<file path="src/design/assert_macros.svh">
// ---------------------------------------------------------------------------
// Assertion macros
// Shared concurrent assertion forms for the design files.
// ---------------------------------------------------------------------------
`ifndef ASSERT_MACROS_SVH
`define ASSERT_MACROS_SVH

// Implication checked at every clock edge outside reset.
`define ASSERT_CLK(label, clk, rst, prop, msg) \
  label: assert property (@(posedge clk) disable iff (rst) (prop)) else $error(msg);

// Implication checked at every clock edge, reset included.
`define ASSERT_ALWAYS(label, clk, prop, msg) \
  label: assert property (@(posedge clk) (prop)) else $error(msg);

`endif

</file>
<file path="src/design/bgsps_pkg.sv">
// ---------------------------------------------------------------------------
// bgsps_pkg
// Constants and register indexes of the burst/gap pulse sequencer.
// ---------------------------------------------------------------------------
package bgsps_pkg;

  localparam int unsigned TICK_US    = 10;
  localparam int unsigned NODE_COUNT = 8;
  localparam int unsigned TICK_W     = $clog2(TICK_US + 1);

  localparam int unsigned CNT_W  = 16;
  localparam int unsigned PW_W   = 16;
  localparam int unsigned TIME_W = 24;
  localparam int unsigned AMP_W  = 12;
  localparam int unsigned NODE_W = 4;
  localparam int unsigned SW_W   = 16;
  localparam int unsigned CFG_W  = 24;
  localparam int unsigned IDX_W  = 3;

  localparam logic [IDX_W-1:0] REG_PULSE_WIDTH = 3'd0;
  localparam logic [IDX_W-1:0] REG_BURST       = 3'd1;
  localparam logic [IDX_W-1:0] REG_GAP         = 3'd2;
  localparam logic [IDX_W-1:0] REG_AMPLITUDE   = 3'd3;
  localparam logic [IDX_W-1:0] REG_NODE_PLUS   = 3'd4;
  localparam logic [IDX_W-1:0] REG_NODE_MINUS  = 3'd5;
  localparam logic [IDX_W-1:0] REG_HOLD        = 3'd6;

  localparam logic [PW_W-1:0]   PULSE_WIDTH_RST = 16'd500;
  localparam logic [TIME_W-1:0] BURST_RST       = 24'd50000;
  localparam logic [TIME_W-1:0] GAP_RST         = 24'd0;
  localparam logic [AMP_W-1:0]  AMPLITUDE_RST   = 12'd1613;
  localparam logic [NODE_W-1:0] NODE_PLUS_RST   = 4'd1;
  localparam logic [NODE_W-1:0] NODE_MINUS_RST  = 4'd8;

  localparam logic [CNT_W-1:0] CNT_MAX = '1;

  function automatic logic [CNT_W-1:0] sat_inc(input logic [CNT_W-1:0] v);
    sat_inc = (v == CNT_MAX) ? CNT_MAX : v + CNT_W'(1);
  endfunction

  function automatic logic node_ok(input logic [NODE_W-1:0] n);
    node_ok = (n >= NODE_W'(1)) && (n <= NODE_W'(NODE_COUNT));
  endfunction

endpackage

</file>
<file path="src/design/burst_gap_stimulation_pulse_sequencer_core.sv">
// ---------------------------------------------------------------------------
// burst_gap_stimulation_pulse_sequencer_core
// Biphasic pulse sequencer with burst/gap gating and switch matrix decode.
// ---------------------------------------------------------------------------
// Each input beat carries one tick flag and yields one result beat holding
// the bridge, DAC, LED and switch matrix levels after that tick. A beat is
// taken every cycle unless in_stall is high; it passes the input register,
// then the result register, which out_stall may hold; the counters, the two
// 16x16 burst/gap products and their compares settle in the single logic
// stage between those registers.
// Configuration writes are taken at any time but only while no beat is in
// flight do they give defined results.
`include "assert_macros.svh"

module burst_gap_stimulation_pulse_sequencer_core (
  input  logic                                 clk,
  input  logic                                 rst,
  input  logic                                 cfg_we,
  input  logic [bgsps_pkg::IDX_W-1:0]          cfg_index,
  input  logic [bgsps_pkg::CFG_W-1:0]          cfg_data,
  input  logic                                 in_valid,
  output logic                                 in_stall,
  input  logic                                 advance,
  output logic                                 out_valid,
  input  logic                                 out_stall,
  output logic                                 bridge_enable,
  output logic                                 polarity,
  output logic [bgsps_pkg::AMP_W-1:0]          dac_value,
  output logic                                 led_state,
  output logic [bgsps_pkg::SW_W-1:0]           switch_word,
  output logic                                 nodes_valid
);

  localparam int unsigned CNT_W  = bgsps_pkg::CNT_W;
  localparam int unsigned PW_W   = bgsps_pkg::PW_W;
  localparam int unsigned TIME_W = bgsps_pkg::TIME_W;
  localparam int unsigned AMP_W  = bgsps_pkg::AMP_W;
  localparam int unsigned NODE_W = bgsps_pkg::NODE_W;
  localparam int unsigned SW_W   = bgsps_pkg::SW_W;
  localparam int unsigned TICK_W = bgsps_pkg::TICK_W;
  localparam int unsigned TP_W   = CNT_W + 1 + TICK_W;
  localparam int unsigned PROD_W = CNT_W + PW_W;

  // configuration
  logic [PW_W-1:0]   pulse_width_us;
  logic [TIME_W-1:0] burst_us;
  logic [TIME_W-1:0] gap_us;
  logic [AMP_W-1:0]  amplitude_code;
  logic [NODE_W-1:0] node_plus;
  logic [NODE_W-1:0] node_minus;
  logic              hold_mode;

  // sequencer state
  logic [CNT_W-1:0] tick_count, tick_count_next;
  logic [CNT_W-1:0] pulse_count, pulse_count_next;
  logic [CNT_W-1:0] gap_count, gap_count_next;
  logic             in_gap, in_gap_next;
  logic             bridge_polarity, bridge_polarity_next;
  logic             led_level, led_level_next;

  // input register, handshake and switch decode signals
  logic in_full;
  logic in_advance;
  logic move;
  logic sw_valid;
  logic [SW_W-1:0] sw_word;

  always_ff @(posedge clk) begin
    if (rst) begin
      pulse_width_us <= bgsps_pkg::PULSE_WIDTH_RST;
      burst_us       <= bgsps_pkg::BURST_RST;
      gap_us         <= bgsps_pkg::GAP_RST;
      amplitude_code <= bgsps_pkg::AMPLITUDE_RST;
      node_plus      <= bgsps_pkg::NODE_PLUS_RST;
      node_minus     <= bgsps_pkg::NODE_MINUS_RST;
      hold_mode      <= 1'b0;
    end else if (cfg_we) begin
      unique case (cfg_index)
        bgsps_pkg::REG_PULSE_WIDTH: pulse_width_us <= cfg_data[PW_W-1:0];
        bgsps_pkg::REG_BURST:       burst_us       <= cfg_data[TIME_W-1:0];
        bgsps_pkg::REG_GAP:         gap_us         <= cfg_data[TIME_W-1:0];
        bgsps_pkg::REG_AMPLITUDE:   amplitude_code <= cfg_data[AMP_W-1:0];
        bgsps_pkg::REG_NODE_PLUS:   node_plus      <= cfg_data[NODE_W-1:0];
        bgsps_pkg::REG_NODE_MINUS:  node_minus     <= cfg_data[NODE_W-1:0];
        bgsps_pkg::REG_HOLD:        hold_mode      <= cfg_data[0];
        default: ;
      endcase
    end
  end

  assign move     = in_full && (!out_valid || !out_stall);
  assign in_stall = in_full && !move;

  always_ff @(posedge clk) begin
    if (rst) begin
      in_full <= 1'b0;
    end else if (!in_stall) begin
      in_full <= in_valid;
    end
  end

  always_ff @(posedge clk) begin
    if (in_valid && !in_stall) begin
      in_advance <= advance;
    end
  end

  always_comb begin
    logic [CNT_W-1:0]  t1;
    logic [TP_W-1:0]   tick_span;
    logic [CNT_W-1:0]  pc1;
    logic [CNT_W-1:0]  gc1;
    logic [PROD_W-1:0] burst_prod;
    logic [PROD_W-1:0] gap_prod;
    logic              period_done;
    logic              gap_hit;
    logic              gap_done;

    t1         = bgsps_pkg::sat_inc(tick_count);
    // period ends once t1 >= floor(pw / TICK_US), i.e. (t1 + 1) * TICK_US > pw
    tick_span  = TP_W'({1'b0, t1} + (CNT_W + 1)'(1)) * TP_W'(bgsps_pkg::TICK_US);
    pc1        = bgsps_pkg::sat_inc(pulse_count);
    gc1        = bgsps_pkg::sat_inc(gap_count);
    burst_prod = PROD_W'(pc1) * PROD_W'(pulse_width_us);
    gap_prod   = PROD_W'(gc1) * PROD_W'(pulse_width_us);
    period_done = tick_span > TP_W'(pulse_width_us);
    gap_hit    = (burst_prod >= PROD_W'(burst_us)) && (gap_us != '0);
    gap_done   = gap_prod >= PROD_W'(gap_us);

    tick_count_next      = tick_count;
    pulse_count_next     = pulse_count;
    gap_count_next       = gap_count;
    in_gap_next          = in_gap;
    bridge_polarity_next = bridge_polarity;
    led_level_next       = led_level;

    if (in_advance && !hold_mode) begin
      if (period_done) begin
        tick_count_next = '0;
        if (gap_hit) begin
          if (gap_done) begin
            in_gap_next          = 1'b0;
            gap_count_next       = '0;
            pulse_count_next     = '0;
            bridge_polarity_next = 1'b0;
          end else begin
            in_gap_next      = 1'b1;
            gap_count_next   = gc1;
            pulse_count_next = pc1;
          end
        end else begin
          in_gap_next          = 1'b0;
          gap_count_next       = '0;
          pulse_count_next     = pc1;
          bridge_polarity_next = !bridge_polarity;
          led_level_next       = !led_level;
        end
      end else begin
        tick_count_next = t1;
      end
    end
  end

  always_ff @(posedge clk) begin
    if (rst) begin
      tick_count      <= '0;
      pulse_count     <= '0;
      gap_count       <= '0;
      in_gap          <= 1'b0;
      bridge_polarity <= 1'b0;
      led_level       <= 1'b0;
    end else if (move) begin
      tick_count      <= tick_count_next;
      pulse_count     <= pulse_count_next;
      gap_count       <= gap_count_next;
      in_gap          <= in_gap_next;
      bridge_polarity <= bridge_polarity_next;
      led_level       <= led_level_next;
    end
  end

  // switch matrix decode
  assign sw_valid = bgsps_pkg::node_ok(node_plus) && bgsps_pkg::node_ok(node_minus)
                    && (node_plus != node_minus);
  assign sw_word  = sw_valid ? ((SW_W'(1) << (node_plus - NODE_W'(1)))
                              | (SW_W'(1) << (SW_W'(node_minus) + SW_W'(7))))
                             : '0;

  // result register
  always_ff @(posedge clk) begin
    if (rst) begin
      out_valid <= 1'b0;
    end else if (move) begin
      out_valid <= 1'b1;
    end else if (!out_stall) begin
      out_valid <= 1'b0;
    end
  end

  always_ff @(posedge clk) begin
    if (move) begin
      bridge_enable <= !in_gap_next;
      polarity      <= in_gap_next ? 1'b0 : bridge_polarity_next;
      dac_value     <= in_gap_next ? '0 : amplitude_code;
      led_state     <= led_level_next;
      switch_word   <= sw_word;
      nodes_valid   <= sw_valid;
    end
  end

  `ASSERT_CLK(a_gap_output_quiet, clk, rst,
    (out_valid && !bridge_enable) |-> (dac_value == '0 && !polarity),
    "gap beat drives current or polarity")
  `ASSERT_CLK(a_switch_matches_valid, clk, rst,
    out_valid |-> (nodes_valid == (switch_word != '0)),
    "switch word disagrees with node check")
  `ASSERT_CLK(a_gap_count_in_gap, clk, rst,
    (gap_count != '0) |-> in_gap,
    "gap counter running outside a gap")
  `ASSERT_CLK(a_hold_freezes, clk, rst,
    (move && hold_mode) |=> (tick_count == $past(tick_count)
                             && led_level == $past(led_level)),
    "state moved while held")
  `ASSERT_CLK(a_full_stalled, clk, rst,
    (in_full && out_valid && out_stall) |-> in_stall,
    "input taken while result stage blocked")

endmodule

</file>
<file path="config.mk">
export PLATFORM = sky130hd
export DESIGN_NAME = burst_gap_stimulation_pulse_sequencer_core
export DESIGN_NICKNAME = d
export VERILOG_FILES = /design/src/design/bgsps_pkg.sv /design/src/design/burst_gap_stimulation_pulse_sequencer_core.sv
export VERILOG_INCLUDE_DIRS = /design/src /design/src/design
export SDC_FILE = /design/constraint.sdc
export NUM_CORES = 2
export LEC_CHECK = 0
export BUFFER_PORTS_ARGS = -buffer_cell sky130_fd_sc_hd__buf_2
export CORE_ASPECT_RATIO = 0.75
export CORE_MARGIN = 4
export CORE_UTILIZATION = 55
export CTS_BUF_LIST = sky130_fd_sc_hd__clkbuf_8
export CTS_CLUSTER_SIZE = 20
export DETAILED_ROUTE_END_ITERATION = 16
export GPL_ROUTABILITY_DRIVEN = 0
export PLACE_DENSITY = 0.79
export SYNTH_ARGS = -nofsm -noshare
export SYNTH_HDL_FRONTEND = slang
export SYNTH_SLANG_ARGS = --single-unit
</file>
<file path="constraint.sdc">
create_clock -name clk -period 9.55 [get_ports clk]
set_input_delay 1.91 -clock clk [delete_from_list [all_inputs] [get_ports clk]]
set_output_delay 1.91 -clock clk [all_outputs]
set_load 0.005 [all_outputs]
</file>
**Word level (Yosys, flattened, before mapping)**

Cells that the tools add are included.

- Word-level logic and storage cells: 102
- Bits in registers: 171
- Bits of input ports: 33

- Shift operators: 2
- Add/sub/neg operators: 6
- Multiply operators: 3
- Reduce and logical (&&, ||, !) cells: 29
- $lt $le $gt $ge: 7
- Multiplexer cells: 21
- Bitwise logic cells: 1
- Equal/unequal tests: 11

Operator list:

| cell | number |
|---|---|
| 2-to-1 mux 16 bit | 8 |
| greater-or-equal comparator 32 x 24 -> 1 bit | 2 |
| multiplier 16 x 16 -> 32 bit | 2 |
| adder 16 x 1 -> 16 bit, second input constant | 3 |
| equality test 16 bit, second input constant | 3 |
| nonzero test 24 bit | 1 |
| > comparator 21 x 16 -> 1 bit | 1 |
| multiplier 17 x 3 -> 20 bit, second input constant | 1 |
| adder 16 x 1 -> 17 bit, second input constant | 1 |
| bitwise OR 16 bit | 1 |
| AND reduction 2 bit | 8 |
| left shift 1 x 4 -> 16 bit, first input constant | 1 |
| left shift 1 x 5 -> 16 bit, first input constant | 1 |
| 2-to-1 mux 1 bit | 13 |
| equality test 3 bit, second input constant | 3 |
| logical AND 1 bit | 9 |
| greater-or-equal comparator 4 x 1 -> 1 bit, second input constant | 2 |
| less-or-equal comparator 4 bit, second input constant | 2 |
| zero test 1 bit | 8 |
| equality test 3 x 2 -> 1 bit, second input constant | 2 |
| adder 4 x 3 -> 5 bit, second input constant | 1 |
| inequality test 4 bit | 1 |
| subtractor 4 x 1 -> 4 bit, second input constant | 1 |
| equality test 3 x 1 -> 1 bit, second input constant | 1 |
| other kinds (4) | 4 |

**Logic depth before layout (Yosys ltp)**

- Depth after elaboration: 9
- Depth in mapped cells: 43
- Mapped depth without buffers: 40

**Worst setup path before layout**

No wires, ideal clock.

- Path type: reg2reg
- From: reg pulse_count[0]
- To: reg gap_count[14]
- Path slack: -0.163 ns
- Required time: 9.433 ns
- Arrival time: 9.596 ns
- Setup time: 0.117 ns
- Path buffers: 5
- Period minus slack after synthesis: 9.713 ns
- Cell stages (with the launch flop): 43
- Cell sequence: dfxtp_1 -> ha_1 -> and3_1 -> nand3_1 -> nor2_1 -> and4_1 -> nand4_1 -> clkbuf_1 -> nand2_1 -> clkbuf_1 -> nand2_1 -> fa_1 -> inv_1 -> fa_1 -> inv_1 -> fa_1 -> inv_1 -> fa_1 -> [... 7 more ...] -> o211a_1 -> o31a_1 -> a21oi_1 -> nor2_1 -> xnor2_1 -> ha_1 -> a21o_1 -> a21oi_1 -> nor2b_1 -> a2111oi_0 -> o211ai_1 -> a2111o_1 -> nor4_1 -> a41oi_1 -> and4b_1 -> buf_2 -> buf_6 -> a22o_1

- Cells in the longest elaborated chain, start to end: 6
- Elaborated cells on any way between the ends: 7

Ends and longest elaborated chain:

| element | line | text |
|---|---|---|
| from (decl) | burst_gap_stimulation_pulse_sequencer_core.sv:55 | `logic [CNT_W-1:0] pulse_count, pulse_count_next;` |
| from (signal assigned) | burst_gap_stimulation_pulse_sequencer_core.sv:174 | `pulse_count <= pulse_count_next;` |
| adder 16 x 1 -> 16 bit / equality test 16 bit (equally long branches) | bgsps_pkg.sv:38 | `sat_inc = (v == CNT_MAX) ? CNT_MAX : v + CNT_W'(1);` |
| 2-to-1 mux 16 bit (*) | bgsps_pkg.sv:38 |  |
| multiplier 16 x 16 -> 32 bit (*) | burst_gap_stimulation_pulse_sequencer_core.sv:124 | `burst_prod = PROD_W'(pc1) * PROD_W'(pulse_width_us);` |
| greater-or-equal comparator 32 x 24 -> 1 bit (*) | burst_gap_stimulation_pulse_sequencer_core.sv:127 | `gap_hit = (burst_prod >= PROD_W'(burst_us)) && (gap_us != '0);` |
| logical AND 1 bit (*) | burst_gap_stimulation_pulse_sequencer_core.sv:127 |  |
| 2-to-1 mux 16 bit (*) | burst_gap_stimulation_pulse_sequencer_core.sv:140 | `if (gap_hit) begin` |
| to (signal assigned) | burst_gap_stimulation_pulse_sequencer_core.sv:175 | `gap_count <= gap_count_next;` |
| to (decl) | burst_gap_stimulation_pulse_sequencer_core.sv:56 | `logic [CNT_W-1:0] gap_count, gap_count_next;` |

Every way passes the cells marked *; elsewhere a longest branch is shown, timed or not.
A chain may end at the register's enable or synchronous reset.

**Worst setup path after layout**

- From: reg gap_count[0]
- To: reg gap_count[9]

- Cells in the longest elaborated chain, start to end: 6
- Elaborated cells on any way between the ends: 7

Ends and longest elaborated chain:

| element | line | text |
|---|---|---|
| adder 16 x 1 -> 16 bit / equality test 16 bit (equally long branches) | bgsps_pkg.sv:38 |  |
| 2-to-1 mux 16 bit (*) | bgsps_pkg.sv:38 |  |
| multiplier 16 x 16 -> 32 bit | burst_gap_stimulation_pulse_sequencer_core.sv:125 | `gap_prod = PROD_W'(gc1) * PROD_W'(pulse_width_us);` |
| greater-or-equal comparator 32 x 24 -> 1 bit | burst_gap_stimulation_pulse_sequencer_core.sv:128 | `gap_done = gap_prod >= PROD_W'(gap_us);` |
| 2-to-1 mux 16 bit (*) | burst_gap_stimulation_pulse_sequencer_core.sv:141 | `if (gap_done) begin` |
| 2-to-1 mux 16 bit (*) | burst_gap_stimulation_pulse_sequencer_core.sv:140 |  |

Marked as above.

==> impl_metrics.tcl <==
set metrics [dict create \
    worstPathArrival_ps 9940 \
    syn_area_mm2 0.0273 \
    netSwitchingFraction_pct 31.0 \
    dieArea_mm2 0.0533 \
    drv_slew 0 \
    synthArstFlopShare_pct 0 \
    drtAntennaViolNets 0 \
    synth_seq_cells 171 \
    yosysMostFrequentCell "nand2_1" \
    syn_area_per_cell_um2 8.38 \
    finalCritPeriodShare_pct 99.4 \
    fin_skew_ps 25.7 \
    antenna_found_initial 0 \
    pwr-share-seq_pct 52.2 \
    clk_latency_ps 510 \
    slowest_stage "fa_1" \
    hold_slack_ps 456 \
    net-switching-power_mw 0.452 \
    seq_area_frac_synth_pct 13.7 \
    synth_top_area_share_pct 28.5 \
    synth_edf_count 33 \
    finalWirelength_um 82300 \
    gr-total-overflow 0 \
    synth.mux.area_fraction_pct 0.518 \
    ys_types 82 \
    die_x_um 265 \
    cts_max_path_buffers 2 \
    grt_usage_pct 29.3 \
    synth_top_family_by_area "adder cells" \
    finalCriticalPeriod_ps 9490 \
    htreeDepth 4 \
    stdcell_count 4146 \
    grt_pass1_vias 23600 \
    syn_nets 3987 \
    cts_tree "done" \
    hpwl_um 64400 \
    worst_pin_slew_ps 956 \
    synth_commonest_cells "539 x nand2_1, 516 x inv_1, 389 x fa_1, 305 x ha_1, 300 x a21oi_1" \
    p_comb_share_pct 13.4 \
    layout-drive-gt1-share_pct 17.0 \
    path_common_cell "fa_1" \
    endpoint_kind "flip-flop" \
    hold_path.class "flip-flop to flip-flop" \
    pre_cts_ws_ps -359 \
    fin_util_pct 64.8 \
    final_hold_viol_count 0 \
    internal_power_mw 1.01 \
    synthFlopType "dfxtp_1" \
    synth_fa_ha_area_share_pct 42.5 \
    slew-limit-headroom_pct 35.8 \
    netlist_instances 3260 \
    placed_area_mm2 0.0299 \
    max_freq_ghz 0.105 \
    setup_ws_ps 57.3 \
    synth_compound_area_share_pct 13.3 \
    rows 70 \
    status "completed" \
    synthToLayoutAreaGrowth_pct 16.2 \
    ios 67 \
    start_kind "flip-flop" \
    setup_tns_ps 0 \
    synth_top_cell_by_area "fa_1" \
    initial_core_util_pct 55.8 \
    synthSimpleGateAreaFrac_pct 17.1 \
    grt_pass1_wl_um 126000 \
    yosysWarnings 0 \
    crit_fanout 8 \
    nets 4211 \
    place_inst 4068 \
    drt_iter0_drc 2902 \
    yosys.area_share.xor_xnor_pct 3.37 \
    numClockSinks 171 \
    pwr-share-clk_pct 34.4 \
    clkTransAtPathRegs_ps 100 \
    p_per_area_mw_per_mm2 45.9 \
    post_drt_wl_per_cell_um 19.9 \
    grt_start_max_net_pins 63 \
    via_count 24600 \
    synth.top_cells.by_area "fa_1 29%, ha_1 14%, dfxtp_1 10%" \
    cts_buffers 17 \
    finalPower_mw 1.46 \
    routed_via_density 5.94 \
    irDropWorstVdd_mv 0.0922 \
    port_buffers 66 \
    final_area_mm2 0.0317 \
    p_leak_nw 15.4 \
    cp_data_required_time_ps 10000 \
    cap_violations 0 \
    slowest_delay_ps 540 \
    finalSetupViolCount 0 \
    core_area_mm2 0.0490 \
    dr.pass1.iters 8 \
    cts_root_buf "clkbuf_8" \
    die_height_um 201 \
    crit_type "flip-flop to flip-flop" \
    drc 0 \
    hold_buffers 0 \
]
power by group through the flow:
stage	Sequential [mW]	Clock [mW]	Combinational, mW
floorplan	0.773	0	0.0994
global placement	0.777	0	0.177
detailed placement	0.778	0	0.181
CTS	0.761	0.501	0.182
global route	0.763	0.532	0.207
finish	0.761	0.501	0.195
worst paths after layout:
| kind | start | end | slack (ps) | cells past startpoint |
|---|---|---|---|---|
| worst max-delay path | gap_count[0] | gap_count[9] | 60 | 44 |
| worst min-delay path | amplitude_code[4] | amplitude_code[4] | 460 | 2 |
| worst max register to register | gap_count[0] | gap_count[9] | 60 | 44 |
| worst min register to register | amplitude_code[4] | amplitude_code[4] | 460 | 2 |
repair_timing:
| action | in CTS | in global routing |
|---|---|---|
| pin swaps | 1 | 111 |
| gates resized for setup | 19 | 228 |
| setup endpoints to repair | 50 | 50 |
| gates cloned | 1 | 5 |
| buffers inserted | 2 | 36 |
kinds of logic after synthesis:
| group | count (synthesis) |
|---|---|
| xor+xnor | 105 |
| buf+inv | 680 |
| fa+ha+maj | 694 |
| compound gates | 581 |
| mux | 14 |
| simple gates | 1015 |
| flops | 171 |
layout make-up:
type | count | area (µm²)
Multi-Input combinational cell | 2409 | 21900
Fill cell | 3721 | 17200
Tap cell | 648 | 811
Clock inverter | 15 | 131
Inverter | 520 | 1950
Antenna cell | 1 | 2.50
Timing Repair Buffer | 365 | 2950
Clock buffer | 17 | 234
Sequential cell | 171 | 3760
metal layers:
layer  share of wire, %  vias to the layer above  routed length [µm]  global-route usage (%)
li1                   -                    11000                   -                       -
met1                 40                    11800               33200                    42.1
met2                 43                     1509               35200                    43.3
met3                 13                      281               10800                    8.64
met4                3.8                        0                3150                    7.77
met5                  0                        -                   0                       0
placed cells by master, fill, tap and decap left out, types with 10 or more instances in the layout:
| master | netlist | layout |
|---|---|---|
| nand2_1 | 539 | 512 |
| inv_1 | 516 | 503 |
| fa_1 | 389 | 380 |
| ha_1 | 305 | 284 |
| a21oi_1 | 300 | 261 |
| buf_4 | 4 | 260 |
| dfxtp_1 | 138 | 132 |
| nor2_1 | 133 | 119 |
| and2_1 | 82 | 80 |
| buf_2 | 16 | 65 |
| xnor2_1 | 66 | 63 |
| o21ai_0 | 56 | 48 |
| nand3_1 | 49 | 46 |
| xor2_1 | 39 | 38 |
| a21o_1 | 35 | 35 |
| nand4_1 | 34 | 34 |
| edfxtp_1 | 33 | 33 |
| a21oi_2 | 0 | 32 |
| a22o_1 | 32 | 32 |
| nor3_1 | 37 | 31 |
| o21a_1 | 25 | 24 |
| nor2b_1 | 23 | 21 |
| ha_4 | 0 | 20 |
| and3_1 | 28 | 19 |
| nand2b_1 | 19 | 18 |
| nand2_2 | 0 | 17 |
| clkbuf_8 | 0 | 17 |
| a211o_1 | 16 | 16 |
| buf_6 | 1 | 16 |
| buf_12 | 0 | 16 |
| nor4_1 | 15 | 14 |
| inv_2 | 1 | 14 |
| o21bai_1 | 13 | 13 |
| mux2i_1 | 13 | 13 |
| nor3b_1 | 13 | 13 |
| o211ai_1 | 12 | 12 |
| nor2_2 | 0 | 12 |
| a211oi_1 | 14 | 10 |
registers in the layout, summed over array words and instances (netlist names), 4 cells and up:
name            cells
burst_us           24
gap_us             24
gap_count          16
pulse_count        16
pulse_width_us     16
switch_word        16
tick_count         16
amplitude_code     12
dac_value          12
node_minus          4
node_plus           4
worst max-delay path: cells and delay by family (launching register included):
family                   cells  cell delay (ps)
AO/OA/AOI/OAI                8             1230
XOR/XNOR                     1              120
adder cells (fa/ha/maj)      9             3550
buffers and inverters       12             1490
flip-flops                   1              380
AND/OR/NAND/NOR             14             2610
Power figures use the tool's default switching activity.
